**src/hw/rtl/rac_pkg.sv**
```systemverilog
// ----------------------------------------------------------------------------
// rac_pkg
// Shared types and constants of the lagged log-return correlation unit.
// ----------------------------------------------------------------------------
package rac_pkg;

    localparam int MAX_SERIES_LEN  = 4096;
    localparam int PRICE_FRAC_BITS = 16;
    localparam int LOG_FRAC        = 24;
    localparam logic [31:0] LN2_Q32 = 32'd2977044472;

    typedef struct packed {
        logic [31:0] price;
        logic        price_missing;
        logic        last_in_series;
    } t_in;

    typedef struct packed {
        logic signed [31:0] correlation;
        logic               corr_valid;
        logic [12:0]        pair_total;
    } t_out;

    typedef struct packed {
        t_in  data;
        logic ok;
    } t_q_item;

endpackage

```
**src/hw/rtl/rac_front.sv**
```systemverilog
// ----------------------------------------------------------------------------
// rac_front
// Accepts samples, marks them valid or invalid and queues them (two deep).
// ----------------------------------------------------------------------------
module rac_front (
    input  logic             i_clk,
    input  logic             i_rst_n,
    input  logic             i_in_valid,
    output logic             o_in_stall,
    input  rac_pkg::t_in     i_in,
    output logic             o_q_valid,
    output rac_pkg::t_q_item o_q_item,
    input  logic             i_q_pop
);
    import rac_pkg::*;

    t_q_item    r_mem [2];
    logic       r_wp, r_rp;
    logic [1:0] r_cnt;
    logic       push;
    t_q_item    item;

    assign o_in_stall = (r_cnt == 2'd2);
    assign push       = i_in_valid && !o_in_stall;
    assign o_q_valid  = (r_cnt != 2'd0);
    assign o_q_item   = r_mem[r_rp];

    always_comb begin
        item.data = i_in;
        item.ok   = !i_in.price_missing && (i_in.price != 32'd0);
    end

    always_ff @(posedge i_clk) begin
        if (push) begin
            r_mem[r_wp] <= item;
        end
    end

    always_ff @(posedge i_clk) begin
        if (!i_rst_n) begin
            r_wp  <= 1'b0;
            r_rp  <= 1'b0;
            r_cnt <= 2'd0;
        end else begin
            if (push) r_wp <= ~r_wp;
            if (i_q_pop) r_rp <= ~r_rp;
            r_cnt <= r_cnt + {1'b0, push} - {1'b0, i_q_pop};
        end
    end

endmodule

```
**config.mk**
```make
export PLATFORM = sky130hd
export DESIGN_NAME = rac_front
export DESIGN_NICKNAME = d
export VERILOG_FILES = /design/src/hw/rtl/rac_pkg.sv /design/src/hw/rtl/rac_front.sv
export SDC_FILE = /design/constraint.sdc
export NUM_CORES = 1
export LEC_CHECK = 0
export BUFFER_PORTS_ARGS = -buffer_cell sky130_fd_sc_hd__buf_2
export CAP_MARGIN = 30
export CORE_MARGIN = 5
export CORE_UTILIZATION = 52
export DETAILED_ROUTE_END_ITERATION = 12
export PLACE_DENSITY = 0.85
export RECOVER_POWER = 50
export SLEW_MARGIN = 10
export SYNTH_ARGS = -nofsm -noshare
export SYNTH_HDL_FRONTEND = slang
export SYNTH_SLANG_ARGS = --single-unit
```
**constraint.sdc**
```tcl
create_clock -name i_clk -period 2.5 [get_ports i_clk]
set_input_delay 0 -clock i_clk [delete_from_list [all_inputs] [get_ports i_clk]]
set_output_delay 0 -clock i_clk [all_outputs]
set_load 0.02 [all_outputs]
```
* Word-level counts from Yosys, hierarchy flattened
Memories as Yosys holds them, arrays and structs flattened. A register that Yosys moved wholly into a read port is not among the register bits.
Cells that the tools add are included.
W data, S select, Z words.
** Storage, ports and cells
- Input bits :: 38
- RAM bits :: 70
- Memories kept :: 1
- Bits in registers :: 4
- Output and inout port bits :: 37
- Logic and storage cells :: 19
** Memory list
- r_mem :: depth 2, width 35, read ports 1, clocked after memory_dff 1, wr ports 1, RTL line rac_front.sv:17 : t_q_item r_mem [2];
** Operators by class
- Reductions and logical operators :: 6
- Bitwise operators :: 2
- Eq/ne operators :: 1
- Add/subtract/negate cells :: 2
- Muxes and demuxes :: 4
** Operators with widths (count)
- $reduce_bool A32 Y1 :: 1
- $mux W1 :: 4
- $add A2 B1 Y2 :: 1
- $eq A2 B2 Y1 const B :: 1
- $logic_and A1 B1 Y1 :: 2
- $logic_not A1 Y1 :: 2
- $not A1 Y1 :: 2
- $reduce_bool A2 Y1 :: 1
- $sub A2 B1 Y2 :: 1

* Logic depth before layout (Yosys ltp)
- Word-level depth :: 5
- Depth in mapped cells :: 8
- Depth with buffers taken out :: 8

* Worst setup path before layout
No wires, ideal clock.
- Kind :: reg2reg
- From :: register r_cnt[0]
- To :: memory r_mem[0][0] (netlist name) (enable)
- Cell stages (with the launch flop) :: 5
- Data arrival time :: 1.546 ns
- Required time :: 2.110 ns
- Library setup time :: 0.390 ns
- Setup slack :: 0.565 ns
- Clock period less this slack :: 1.935 ns
- Buffers on the path :: 0
- Cells stage by stage :: dfxtp_1 -> nand2b_2 -> inv_2 -> or3_1 -> inv_1
** On the way
- Word-level cells in the longest chain between the ends :: 5
** RTL lines
- start, declared :: RTL line rac_front.sv:19 : logic [1:0] r_cnt;
- start signal, assigned :: RTL line rac_front.sv:47 : r_cnt <= r_cnt + {1'b0, push} - {1'b0, i_q_pop};
- $eq A2 B2 Y1 :: RTL line rac_front.sv:23 : assign o_in_stall = (r_cnt == 2'd2);
- named net o_in_stall :: RTL line rac_front.sv:9 : output logic o_in_stall,
- $logic_not A1 Y1 :: RTL line rac_front.sv:24 : assign push = i_in_valid && !o_in_stall;
- $logic_and A1 B1 Y1 :: RTL line rac_front.sv:24
- $mux W1 :: RTL line rac_front.sv:34 : if (push) begin
- $mux W1 (not written as such) :: RTL line rac_front.sv:35 : r_mem[r_wp] <= item;
- end, declared :: RTL line rac_front.sv:17
The timed path passes the listed nets, and every way through them passes these cells.

==> flow_metrics.tcl <==
set metrics [dict create \
    fin_worst_skew_ns 0.00710 \
    synth.ff_latch_count 75 \
    grt_usage 0.172 \
    synth_top_area_frac 0.741 \
    start_util 0.545 \
    synth.area.top_cells "edfxtp_1 74%, mux2_2 14%, dfxtp_1 3.5%" \
    final.setup.tns_ns 0 \
    fin_nets 308 \
    whs_ns 0.0805 \
    clock_path_buffers 2 \
    min_period_ns 1.91 \
    die_h_um 83.9 \
    gp_congestion 0.738 \
    drv_cap 0 \
    ir_drop_mv 0.615 \
    synthMuxAreaShare 0.139 \
    htreeDepth 3 \
    cts_sinks 75 \
    drt-total-wl_um 5750 \
    crit_slowest_cell "clkbuf_1" \
    clock_latency_ns 0.33 \
    finalCritPeriodShare 0.766 \
    wl_per_cell_um 16.8 \
    critPathLaunchType "flip-flop" \
    endpoint_kind "primary output" \
    synth_top_area_cell "edfxtp_1" \
    netlist_instances 146 \
    avgSynthCellArea_um2 19.4 \
    relSlewSlack 0.412 \
    cts_tree "built" \
    dr.pass1.iters 4 \
    grt_max_degree 30 \
    drv_slew 0 \
    synth_fa_ha_area_frac 0.00882 \
    dp_hpwl_um 3730 \
    drive_gt1_frac 0.297 \
    fp.dieW_um 83.9 \
    cts_setup_buffers 0 \
    tightest_slew_ns 0.882 \
    syn_to_final_growth_pct 32.0 \
    hold_path.class "in -> reg" \
    synth_compound_area_frac 0.00529 \
    final_cell_mix "70 x edfxtp_1, 49 x clkbuf_1, 36 x dlygate4sd3_1" \
    port-buffer-count 74 \
    powerDensity_nw_per_um2 804 \
    grt_pass1_wl_um 9250 \
    required_ns 2.50 \
    clk_pin_slew_ns 0.07 \
    path_cells "clkbuf_1, mux2_2, clkbuf_1" \
    fmax_ghz 0.522 \
    fin_util 0.720 \
    vias 1714 \
    place_area_um2 3290 \
    synth_top_family_by_area "multiplexers" \
    cp.arrival_ns 1.91 \
    seq_area_frac_synth 0.776 \
    ios 75 \
    setup_viol 0 \
    leakagePower_uw 0.00134 \
    core-area_um2 5200 \
    synth-xor-area-share 0.00926 \
    critPathKind "reg -> out" \
    status "finished, final reports clean" \
    synthDistinctLibCells 21 \
    design_area_um2 3750 \
    routed_via_density 5.00 \
    antennaDiodeCount 0 \
    synth-simple-area-share 0.0414 \
    dr.first_iter.drc_count 81 \
    rows 26 \
    rsz0062_at_grt "false" \
    cts_root_buf "clkbuf_8" \
    syn_area_um2 2840 \
    crit_fanout 16 \
    critPathMaxStageDelay_ns 0.66 \
    hold_violations 0 \
    overflow 0 \
    final_antenna_net_count 0 \
    grt_pass1_vias 1920 \
    drc 0 \
    syn_nets 186 \
    dieArea_um2 7030 \
    antenna_found_initial 0 \
    final_common_cell "edfxtp_1" \
    crit_top_cell "clkbuf_1" \
    numCtsBuffers 9 \
    synth_warnings 0 \
]
==> metrics by stage <==
| step | instances | total power (uW) | worst slack, ns |
|---|---|---|---|
| after global routing | 343 | 3160 | 0.475 |
| after detailed placement | 291 | 2290 | 0.941 |
| after CTS | 343 | 3060 | 0.926 |
| final | 343 | 3010 | 0.586 |
| after global placement | 291 | 2270 | 0.998 |
| after floorplan | 146 | 2060 | 0.565 |
==> area by class of cell <==
type / count / area, um^2
sequential: 75 / 2200
fill: 360 / 1460
timing repair buffer: 115 / 708
multi-input combinational: 62 / 577
clock buffer: 12 / 135
tap: 70 / 87.6
inverter: 5 / 18.8
clock inverter: 4 / 17.5
==> what timing repair did <==
action,4_1_cts,5_1_grt
gates resized for setup,0,0
endpoints found under the hold margin,75,0
hold buffers,36,0
==> path summary, 6_finish.rpt <==
path | end | slack, ns | start | cells after the start
max reg2reg | r_mem[1][14] | 0.88 | r_cnt[0] | 3
min | r_wp | 0.08 | i_in_valid | 4
min reg2reg | r_wp | 0.53 | r_wp | 2
max | o_q_item[6] | 0.59 | flip-flop | 3
==> kinds of logic after synthesis <==
kind of cell | Yosys count
AOI/OAI and AO/OA | 3
xor gates and xnor gates | 3
adders and majority gates | 2
buffers and inverters | 9
DFF | 75
muxes | 35
and+or+nand+nor | 19
==> critical path: cells and delay by family (launching register included) <==
kind | cells | cell delay [ns]
DFF | 1 | 0.33
buffers and inverters | 2 | 0.83
muxes | 1 | 0.42
==> power breakdown <==
group          total [uW]  internal [uW]  switching, uW
logic                 669            263            406
clock network         729            351            378
registers            1610           1570           44.0
==> layer usage <==
metal	share of wire	routed length, um	track usage
met4	0.017	95	0.0731
met5	0	0	0
met1	0.38	2170	0.187
met2	0.55	3150	0.307
met3	0.059	338	0.0533
==> Yosys cell counts <==
master / n
inv_1: 4
a21oi_1: 2
dfxtp_1: 5
nand2_1: 1
ha_1: 2
buf_2: 1
xor2_1: 1
nor4_1: 8
and2_1: 1
or2_2: 1
mux2_2: 35
xnor2_1: 2
o21ai_0: 1
or3_1: 1
edfxtp_1: 70
and4_1: 2
buf_6: 3
nor2_1: 3
inv_2: 1
nand2b_2: 1
and3_2: 1
==> flip-flops by register name (all words and copies together) (netlist names), named ones only <==
signal,flops
r_cnt,2
r_mem,70
r_rp,1
r_wp,1
Power figures use the tool's default switching activity.
